## config.mk

```make
export PLATFORM = sky130hd
export DESIGN_NAME = circular_deque_unit
export DESIGN_NICKNAME = d
export VERILOG_FILES = /design/src/rtl/core/cdq_pkg.sv /design/src/rtl/core/cdq_ram.sv /design/src/rtl/core/cdq_ctrl.sv /design/src/rtl/core/circular_deque_unit.sv
export SDC_FILE = /design/constraint.sdc
export NUM_CORES = 1
export LEC_CHECK = 0
export BUFFER_PORTS_ARGS = -buffer_cell sky130_fd_sc_hd__buf_2
export CELL_PAD_IN_SITES_DETAIL_PLACEMENT = 1
export CELL_PAD_IN_SITES_GLOBAL_PLACEMENT = 2
export CORE_MARGIN = 3
export CORE_UTILIZATION = 35
export CTS_CLUSTER_DIAMETER = 120
export CTS_CLUSTER_SIZE = 14
export DETAILED_ROUTE_END_ITERATION = 6
export GPL_ROUTABILITY_DRIVEN = 0
export PLACE_DENSITY_LB_ADDON = 0.3
export SYNTH_ARGS = -nofsm -noshare
export SYNTH_HDL_FRONTEND = slang
export SYNTH_SLANG_ARGS = --single-unit
```

## constraint.sdc

```tcl
create_clock -name clk -period 8.81 [get_ports clk]
set_input_delay 0.4405 -clock clk [delete_from_list [all_inputs] [get_ports clk]]
set_output_delay 0.4405 -clock clk [all_outputs]
set_load 0.05 [all_outputs]
```

## src/rtl/core/cdq_pkg.sv

```systemverilog
`default_nettype none
// ----------------------------------------------------------------------------
// cdq_pkg
// shared types and constants of the circular deque: command and status
// codes, request and response beats, control result between modules
// ----------------------------------------------------------------------------
package cdq_pkg;

  localparam int DEPTH_DEF = 16;
  localparam int DATA_W    = 32;
  localparam int OCC_W     = 5;

  typedef enum logic [1:0] {
    CMD_PUSH_REAR  = 2'd0,
    CMD_PUSH_FRONT = 2'd1,
    CMD_POP_REAR   = 2'd2,
    CMD_POP_FRONT  = 2'd3
  } cmd_t;

  typedef enum logic [1:0] {
    ST_DONE      = 2'd0,
    ST_OVERFLOW  = 2'd1,
    ST_UNDERFLOW = 2'd2
  } status_t;

  typedef struct packed {
    cmd_t                     cmd;
    logic signed [DATA_W-1:0] push_data;
  } req_t;

  typedef struct packed {
    logic signed [DATA_W-1:0] pop_data;
    status_t                  status;
    logic [OCC_W-1:0]         occupancy;
  } rsp_t;

  // outcome of one command as seen by the pipeline
  typedef struct packed {
    logic             rd;
    status_t          status;
    logic [OCC_W-1:0] occupancy;
  } ctrl_res_t;

endpackage
`default_nettype wire

```

## src/rtl/core/cdq_ram.sv

```systemverilog
`default_nettype none
// ----------------------------------------------------------------------------
// cdq_ram
// generic single-port ram, one write or one registered read per cycle
// ----------------------------------------------------------------------------
module cdq_ram #(
  parameter int WIDTH = 32,
  parameter int DEPTH = 16
) (
  input  wire logic                     clk,
  input  wire logic                     we,
  input  wire logic                     re,
  input  wire logic [$clog2(DEPTH)-1:0] addr,
  input  wire logic [WIDTH-1:0]         wdata,
  output logic      [WIDTH-1:0]         rdata
);

  logic [WIDTH-1:0] mem [DEPTH];

  always_ff @(posedge clk) begin
    if (we) begin
      mem[addr] <= wdata;
    end
    if (re) begin
      rdata <= mem[addr];
    end
  end

endmodule
`default_nettype wire

```

## src/rtl/core/cdq_ctrl.sv

```systemverilog
`default_nettype none
// ----------------------------------------------------------------------------
// cdq_ctrl
// front and rear indices and fill count; decodes one command per beat
// into a ram access and a status
// ----------------------------------------------------------------------------
module cdq_ctrl
  import cdq_pkg::*;
#(
  parameter int DEPTH = DEPTH_DEF
) (
  input  wire logic                     clk,
  input  wire logic                     rst,
  input  wire logic                     acc,
  input  wire cmd_t                     cmd,
  output logic                          mem_we,
  output logic                          mem_re,
  output logic      [$clog2(DEPTH)-1:0] mem_addr,
  output ctrl_res_t                     res
);

  localparam int IW = $clog2(DEPTH);
  localparam int CW = $clog2(DEPTH + 1);
  localparam logic [IW-1:0] LAST = IW'(DEPTH - 1);
  localparam logic [CW-1:0] FULL = CW'(DEPTH);

  logic [IW-1:0] head, head_next;
  logic [IW-1:0] tail, tail_next;
  logic [CW-1:0] count, count_next;

  function automatic logic [IW-1:0] wrap_up(input logic [IW-1:0] i);
    return (i == LAST) ? '0 : i + 1'b1;
  endfunction

  function automatic logic [IW-1:0] wrap_down(input logic [IW-1:0] i);
    return (i == '0) ? LAST : i - 1'b1;
  endfunction

  always_comb begin
    head_next  = head;
    tail_next  = tail;
    count_next = count;
    mem_we     = 1'b0;
    mem_re     = 1'b0;
    mem_addr   = head;
    res.rd     = 1'b0;
    res.status = ST_DONE;
    if (acc) begin
      unique case (cmd) inside
        CMD_PUSH_REAR, CMD_PUSH_FRONT: begin
          if (count == FULL) begin
            res.status = ST_OVERFLOW;
          end else begin
            mem_we = 1'b1;
            if (count == '0) begin
              // first word always lands at entry zero
              head_next = '0;
              tail_next = '0;
              mem_addr  = '0;
            end else if (cmd == CMD_PUSH_REAR) begin
              tail_next = wrap_up(tail);
              mem_addr  = tail_next;
            end else begin
              head_next = wrap_down(head);
              mem_addr  = head_next;
            end
            count_next = count + 1'b1;
          end
        end
        CMD_POP_REAR, CMD_POP_FRONT: begin
          if (count == '0) begin
            res.status = ST_UNDERFLOW;
          end else begin
            mem_re   = 1'b1;
            res.rd   = 1'b1;
            mem_addr = (cmd == CMD_POP_REAR) ? tail : head;
            if (count == CW'(1)) begin
              head_next = '0;
              tail_next = '0;
            end else if (cmd == CMD_POP_REAR) begin
              tail_next = wrap_down(tail);
            end else begin
              head_next = wrap_up(head);
            end
            count_next = count - 1'b1;
          end
        end
        default: begin
        end
      endcase
    end
    res.occupancy = OCC_W'(count_next);
  end

  always_ff @(posedge clk) begin
    if (rst) begin
      head  <= '0;
      tail  <= '0;
      count <= '0;
    end else begin
      head  <= head_next;
      tail  <= tail_next;
      count <= count_next;
    end
  end

`ifndef SYNTHESIS
  a_count_range: assert property (@(posedge clk) disable iff (rst) count <= FULL)
    else $error("fill count above depth");
  a_empty_idx: assert property (@(posedge clk) disable iff (rst)
    count == '0 |-> head == '0 && tail == '0)
    else $error("indices not parked while empty");
  a_pop_count: assert property (@(posedge clk) disable iff (rst)
    acc && mem_re |=> count == $past(count) - 1'b1)
    else $error("pop did not lower fill count");
`endif

endmodule
`default_nettype wire

```

## src/rtl/core/circular_deque_unit.sv

```systemverilog
`default_nettype none
// ----------------------------------------------------------------------------
// circular_deque_unit
// double-ended queue of DEPTH words kept in a circular single-port ram
// ----------------------------------------------------------------------------
// Each request beat carries one command: push at rear, push at front, pop
// from rear or pop from front, with a word for pushes. Every command gives
// exactly one response beat with the popped word (zero on pushes and on
// underflow), a status (done, overflow on push when full, underflow on pop
// when empty) and the occupancy after the command. A command is taken every
// cycle as long as responses are taken. A taken request goes into stage one
// while the ram port does its registered read; the response register is
// then loaded from stage one and the ram output once it is free or its
// beat is taken. Requests stall only while stage one and the
// response register both hold a beat and the response is stalled. The
// indices and count live in flip-flops and are updated as the command is
// taken, so a pop that follows a push reads the new word from the ram
// without any forwarding. There is no clearing pass after reset: only
// written entries are ever read.
// ----------------------------------------------------------------------------
module circular_deque_unit
  import cdq_pkg::*;
#(
  parameter int DEPTH = DEPTH_DEF
) (
  input  wire logic clk,
  input  wire logic rst,
  input  wire logic req_valid,
  output logic      req_stall,
  input  wire req_t req,
  output logic      rsp_valid,
  input  wire logic rsp_stall,
  output rsp_t      rsp
);

  // ram access decoded from the current command
  logic                     mem_we;
  logic                     mem_re;
  logic [$clog2(DEPTH)-1:0] mem_addr;
  logic [DATA_W-1:0]        mem_rdata;
  ctrl_res_t                ctrl_res;

  // stage one: command taken, ram read in flight
  logic      s1_valid;
  ctrl_res_t s1;
  logic      s1_move;
  logic      acc;

  // stage two is the response register itself
  logic out_valid;
  rsp_t out_reg;

  assign s1_move   = s1_valid && (!out_valid || !rsp_stall);
  // stall only when both stages are full and the response is held
  assign req_stall = s1_valid && out_valid && rsp_stall;
  assign acc       = req_valid && !req_stall;

  cdq_ctrl #(
    .DEPTH(DEPTH)
  ) u_ctrl (
    .clk     (clk),
    .rst     (rst),
    .acc     (acc),
    .cmd     (req.cmd),
    .mem_we  (mem_we),
    .mem_re  (mem_re),
    .mem_addr(mem_addr),
    .res     (ctrl_res)
  );

  cdq_ram #(
    .WIDTH(DATA_W),
    .DEPTH(DEPTH)
  ) u_ram (
    .clk  (clk),
    .we   (mem_we),
    .re   (mem_re),
    .addr (mem_addr),
    .wdata(DATA_W'(req.push_data)),
    .rdata(mem_rdata)
  );

  always_ff @(posedge clk) begin
    if (rst) begin
      s1_valid  <= 1'b0;
      out_valid <= 1'b0;
    end else begin
      s1_valid  <= acc || (s1_valid && !s1_move);
      out_valid <= s1_move || (out_valid && rsp_stall);
    end
  end

  // payload, no reset; ram output holds while stage one waits since no
  // read is issued until a new command is taken
  always_ff @(posedge clk) begin
    if (acc) begin
      s1 <= ctrl_res;
    end
    if (s1_move) begin
      out_reg.pop_data  <= s1.rd ? $signed(mem_rdata) : '0;
      out_reg.status    <= s1.status;
      out_reg.occupancy <= s1.occupancy;
    end
  end

  assign rsp_valid = out_valid;
  assign rsp       = out_reg;

`ifndef SYNTHESIS
  a_hold_rdata: assert property (@(posedge clk) disable iff (rst)
    s1_valid && !s1_move |-> !mem_re)
    else $error("ram read issued while stage one is held");
`endif

endmodule
`default_nettype wire

```

==> results of run 1 <==
-- Yosys cell counts (all sizes together) (2+ instances only) --
cell type  count  area, um^2
o31ai          3        22.5
mux2i        128        1280
a22o           2        17.5
dfxtp         15         300
o31a           2        17.5
a21boi         3        22.5
a221o          2        20.0
nor4b          2        32.5
buf           51         270
a211oi         7        52.6
nor2b          5        31.3
a21oi        148         778
o21ai         10        50.1
edfxtp       591       17700
xnor2          2        17.5
nor3           7        35.0
nor3b          2        20.0
a311oi         5        43.8
or4           32         240
clkbuf        52         195
nand3         13        65.1
nand2        150         563
ha             8         100
and2          33         206
a221oi       128        1120
nand2b         5        31.3
inv           12        45.0
o22a           2        17.5
nor2          37         139
xor2           3        26.3
-- how the worst min path moves through the flow --
stage / startpoint / endpoint / slack, ps / cells past startpoint
6_report: req_valid / s1_valid / 100 / 3
5_1_grt: req_valid / s1_valid / 90 / 3
4_1_cts: req_valid / s1_valid / 70 / 3
3_5_place_dp: s1[1] / rsp[1] / 410 / 0
3_3_place_gp: s1[1] / rsp[1] / 400 / 0
2_1_floorplan: s1[0] / rsp[0] / 400 / 0
-- logic make-up (layout without fill, tap and decap cells) --
group / Yosys count / in the layout / synth area share
mux: 128 / 128 / 0.0542
compound gates: 321 / 321 / 0.0949
fa+ha+maj: 8 / 8 / 0.00423
buf+inv: 115 / 183 / 0.0216
simple gates: 293 / 293 / 0.0600
other cells: 0 / 1 / 0
flops: 606 / 606 / 0.763
xor+xnor: 5 / 5 / 0.00185
-- stage by stage --
stage                     setup slack [ps]   util
after CTS                             3760  0.399
after floorplan                       4750      -
after detailed placement              3730  0.379
after global placement                3850  0.377
after global routing                  3350  0.399
final                                 3810  0.399
-- flip-flops by register name, indices dropped and copies added (netlist names) --
| register | flops |
|---|---|
| rsp | 39 |
| rsp_valid | 1 |
| s1 | 8 |
| s1_valid | 1 |
| u_ctrl.count | 5 |
| u_ctrl.head | 4 |
| u_ctrl.tail | 4 |
| u_ram.mem | 512 |
| u_ram.rdata | 32 |
-- layer usage --
| layer | vias to the layer above | routed length, um | share of wire | GRT usage |
|---|---|---|---|---|
| li1 | 5917 | - | - | - |
| met5 | - | 0 | 0 | 0 |
| met1 | 6986 | 28300 | 0.45 | 0.240 |
| met4 | 0 | 1160 | 0.019 | 0.0408 |
| met3 | 75 | 2280 | 0.037 | 0.0252 |
| met2 | 258 | 30600 | 0.49 | 0.297 |
-- placed cells by master (no fill, tap or decap), types with 3 or more instances in the layout --
cell type    n
and2_1      32
ha_1         8
nand2_1    148
nor2_4      17
a21oi_2     10
nor2_1      20
xor2_1       3
buf_12       4
o21ai_0      8
clkbuf_1     8
buf_2       78
nand2b_1     3
nand3_1     13
a21oi_1    138
buf_4       25
a221oi_1   128
a211oi_1     7
edfxtp_1   591
or4_1       32
inv_1       11
o31ai_1      3
mux2i_1    128
a311oi_1     5
nor2b_1      5
clkbuf_16   50
buf_16       3
dfxtp_1     15
nor3_1       7
-- report_power, final --
| part | total (mW) | internal [mW] | switching [mW] |
|---|---|---|---|
| clock | 2.00 | 1.02 | 0.982 |
| sequential | 3.36 | 3.31 | 0.0481 |
| combinational | 1.13 | 0.346 | 0.783 |
| total | 6.49 | 4.68 | 1.81 |
-- cell type report --
cell class | count | area [um^2]
clock buffer | 58 | 1280
sequential | 606 | 18000
multi-input combinational | 755 | 5250
fill | 6568 | 39800
timing repair buffer | 110 | 741
clock inverter | 3 | 47.5
inverter | 12 | 45.0
antenna | 1 | 2.50
tap | 864 | 1080
-- worst max-delay path: cells and delay by family (launching register included) --
family / cells / cell delay, ps
compound gates: 1 / 260
fa+ha+maj: 1 / 260
buf+inv: 3 / 1580
flops: 1 / 450
simple gates: 5 / 2080
==> results.md, run 1 <==
- CTS tree: yes
- Fin. Hold Viols: 0
- Slew headroom: 0.291
- Register area share after synthesis: 0.763
- Worst Reg-to-Reg Cells: 10
- CP Capture Type: register
- Post-CTS Hold Buffers: 0
- Routed Antenna Nets: 0
- Actual slew at the worst max-slew pin: 1060 ps
- R2R setup slack: 3810 ps
- TNS Setup: 0 ps
- Clk buf depth: 3
- CP most frequent cell: buf_4
- Core region area: 0.0663 mm^2
- HPWL Detailed: approximately 33000 um
- Area grow syn2layout: 12.1%
- Final cell count without fillers: 2409
- Layout cells sized above 1: 0.133
- Via density: 5.49
- Worst EP required: just over 9000 ps
- Latest clock arrival within the worst-skew pair: ~600 ps
- First-pass GRT wire length: 92700 um
- Unrepaired setup endpoints after global routing: no
- Cell area after layout: 0.0265 mm^2
- RR Endpoint: u_ram.rdata[19]
- Worst Path Arrival: between 5000 and 6000 ps
- Post-Route WL: approximately 62000 um
- Status: complete, but fails checks
- Htree depth: 2
- Setup bufs post-CTS: 0
- R2r startpoint: u_ctrl.count[0]
- Tot GR Track Use: 0.175
- Netlist cell types: 54
- Final setup viols: 0
- Mapped Area: 0.0236 mm^2
- Avg WL per Cell: 25.8 um
- Hold Crit Class: in2reg
- DRC Markers: 2
- Peak Freq: around 200 MHz
- Port Buffers: 78
- Row cnt: 94
- #FFs+latches synth: 606
- CP startpoint kind: register
- Placed instance area: 0.0252 mm^2
- Syn Area/Cell: 16.0 um^2
- Largest net degree at the start of global routing: 90
- Pleak: 8.23 nW
- Total CTS buffers: 49
- Gate Count Post-Synth: 1476
- Initial core utilization: 0.356
- Cells after DPL: 2347
- Vias in the first global route: 13800
- Yosys warning total: 0
- Async S/R FF share, synth: 0
- GRT overflow: 0
- Total die area: 0.0707 mm^2
- Worst Skew: about 28 ps
- CP max-delay cell: buf_4
- Worst hold slack: 98.7 ps
- Critical setup path kind: reg2reg
- Ys flop type: edfxtp_1
- Syn_nets: 1522
- Clock root cell: clkbuf_16
- Slowest stage delay, CP: 790 ps
- Post-CTS Resized: 0
- Initial antenna violation count: 2
- Violated checks: DRC
- Maximum VDD drop: 142 uV
- CTS clk-pin slew, worst paths: 70 ps
- I/O pins: between 70 and 80
- Final Power: approximately 6.5 mW
- CTS Sinks: 606
- TritonRoute pass-1 iters: 7
- Tcrit/Tclk final: 0.567
- CP Capture Point: u_ram.rdata[19]
- Die Y: 266 um
- Critical Path Start: u_ctrl.count[0]
- Via count: 13200
- Post-layout min period: 5000 ps
- Initial DRC count: 969
- Final Max Slew Viols: 0
- # nets final: 1580
- Worst path cell trace: inv_1 -> ha_1 -> nor3b_2 -> nor2_1 -> nor4b_1 -> or3b_4 -> buf_4 -> buf_4 -> a221oi_1 -> or4_1
- Max cap viols: 0
- Die W: 266 um
- P per Cell Area: 245 mW/mm^2
- Post-synth EDFFs: 591
- Worst-path maximum fanout: 77
No activity file was read; power rests on OpenSTA's default activity.
==> inputs of run 2 (changes only) <==
==> constraint.sdc (replaced) <==
create_clock -name clk -period 4.3 [get_ports clk]
set_input_delay 0.215 -clock clk [delete_from_list [all_inputs] [get_ports clk]]
set_output_delay 0.215 -clock clk [all_outputs]
set_load 0.05 [all_outputs]
==> results.md, run 2 (synthesis gave the netlist of run 1 again) <==
- Via count: 13500 (+1.8%)
- R2r startpoint: u_ctrl.head[1]
- Most frequent cells in the layout: edfxtp_1 (591), nand2_1 (148), a21oi_1 (138)
- Worst-path maximum fanout: 19 (-75%)
- HPWL Detailed: 35900 um (+8.2%)
- Worst hold slack: 25.7 ps (-73.0 ps)
- Combinational Power Share: 0.183 (+0.009)
- Tot GR Track Use: 0.177 (+0.00214)
- CP startpoint kind: register
- Largest Register: u_ram.mem
- Largest net degree at the start of global routing: 67 (-26%)
- I/O pins: 79 (unchanged)
- Number of flip-flops in the largest register: 512 (unchanged)
- Worst Path Arrival: 3960 ps (-1370 ps)
- Area grow syn2layout: 15.5%
- P per Cell Area: 493 mW/mm^2 (+100%)
- Max cap viols: 0 (unchanged)
- # nets final: 1653 (+4.6%)
- Sequential share of power: 0.512 (-0.005)
- Cell area after layout: 0.0273 mm^2 (+3.1%)
- Core region area: 0.0663 mm^2 (unchanged)
- Commonest non-fill, non-tap cell in the layout: edfxtp_1
- Clock root cell: clkbuf_16
- Die Y: 266 um (unchanged)
- Post-CTS Hold Buffers: 34 (+34)
- Port Buffers: 78 (unchanged)
- Final setup viols: 0 (unchanged)
- Post-Route WL: 63100 um (+1.4%)
- Avg WL per Cell: 25.4 um (-1.6%)
- HP Start: req[12]
- Final Max Slew Viols: 0 (unchanged)
- Htree depth: 2 (unchanged)
- RR Endpoint: u_ram.rdata[6]
- Die W: 266 um (unchanged)
- TNS Setup: 0 ps (unchanged)
- Initial antenna violation count: 1 (-1)
- Maximum VDD drop: 276 uV (+95%)
- Vias in the first global route: 13900 (+0.44%)
- Clk pwr share: 0.305 (-0.004)
- Total die area: 0.0707 mm^2 (unchanged)
- Final Power: 13.5 mW (+110%)
- Actual slew at the worst max-slew pin: 1040 ps (-27.2 ps)
- CTS tree: yes
- Latest clock arrival within the worst-skew pair: 600 ps (about the same)
- Sw Share: 0.277 (-0.00226)
- Setup bufs post-CTS: 0 (unchanged)
- Peak Freq: 276 MHz (+38%)
- Int Power: 9.73 mW (+110%)
- Initial DRC count: 957 (-1.2%)
- Status: finished, final reports clean
- TritonRoute pass-1 iters: 5 (-2)
- Fin. Hold Viols: 0 (unchanged)
- Placed instance area: 0.0256 mm^2 (+1.9%)
- Net Sw Power: 3.73 mW (+110%)
- DRC Markers: 0 (-2)
- R2R setup slack: 670 ps (-3140 ps)
- Via density: 5.43 (-1.2%)
- CTS clk-pin slew, worst paths: 70 ps (about the same)
- Clk buf depth: 3 (unchanged)
- Tcrit/Tclk final: 0.843 (+0.276)
- Worst Reg-to-Reg Cells: 10 (unchanged)
- Unrepaired setup endpoints after global routing: no
- Layout cells sized above 1: 0.152 (+0.0181)
- First-pass GRT wire length: 93300 um (+0.74%)
- CTS Sinks: 606 (unchanged)
- GRT overflow: 0 (unchanged)
- Core Util, Final: 0.412 (+0.0122)
- Hold Crit Class: in2reg
- Initial core utilization: 0.356 (unchanged)
- Post-CTS Resized: 0 (unchanged)
- Post-layout min period: 3630 ps (-1370 ps)
- Worst hold path depth: 1 (-2)
- Worst EP required: 4630 ps (-4520 ps)
- Pleak: 8.63 nW (+4.8%)
- Row cnt: 94 (unchanged)
- Worst Skew: 15.9 ps (-11.8 ps)
- Routed Antenna Nets: 0 (unchanged)
- Critical setup path kind: reg2reg
- Total CTS buffers: 49 (unchanged)
- Hold path endpoint: u_ram.mem[4][12]
- Slew headroom: 0.309 (+0.0181)
- CP Capture Type: register
[run 2: changes by cell type in the layout (fill, tap and decap cells not counted)]
cell	previous run	this run
dlygate4sd3_1	0	34
buf_4	25	48
buf_12	4	23
buf_16	3	0
[run 2: worst max path at each step]
stage                    startpoint              end  depth (start not counted)
floorplan                 rsp_valid  u_ram.mem[2][0]                         10
global placement    u_ctrl.count[0]   u_ram.rdata[1]                          9
detailed placement   u_ctrl.head[1]   u_ram.rdata[6]                         10
CTS                  u_ctrl.head[1]   u_ram.rdata[6]                         10
global route        u_ctrl.count[0]   u_ram.rdata[2]                          9
finish               u_ctrl.head[1]   u_ram.rdata[6]                         10
[run 2: power groups by stage]
stage	registers, mW	logic, mW	clock network [mW]
2_1_floorplan	7.05	1.51	0
3_3_place_gp	7.01	2.44	0
3_5_place_dp	7.02	2.48	0
4_1_cts	6.89	2.51	4.23
5_1_grt	6.90	2.70	4.45
6_report	6.89	2.47	4.10
[run 2: area by class of cell]
class	count	area, um^2
clock inverters	3	47.5
flip-flops and latches	606	18000
clock buffers	58	1280
diodes	1	2.50
well taps	864	1080
repair buffers	183	1550
multi-input cells	755	5250
fillers	6568	39000
inverters	12	45.0
[run 2: worst max-delay path, stage by stage (launching register included)]
cell and delay [ps]:
dfxtp_1 360, inv_1 120, ha_1 290, o21ba_2 200
o311ai_0 310, o31a_1 240, a221o_1 250, or2_2 670
buf_4 330, a221oi_1 60, or4_1 500
[run 2: per-layer routing]
metal | up-vias | GRT usage | wire, um
met2 | 245 | 0.307 | 31500
met1 | 7098 | 0.241 | 28400
li1 | 6071 | - | -
met5 | - | 0 | 0
met3 | 55 | 0.0231 | 2340
met4 | 0 | 0.0360 | 879
[run 2: through the flow]
stage | setup WS, ps | instances
6_report | 674 | 2482
3_3_place_gp | 669 | 2386
3_5_place_dp | 642 | 2386
2_1_floorplan | 239 | 1476
4_1_cts | 597 | 2481
5_1_grt | 457 | 2481
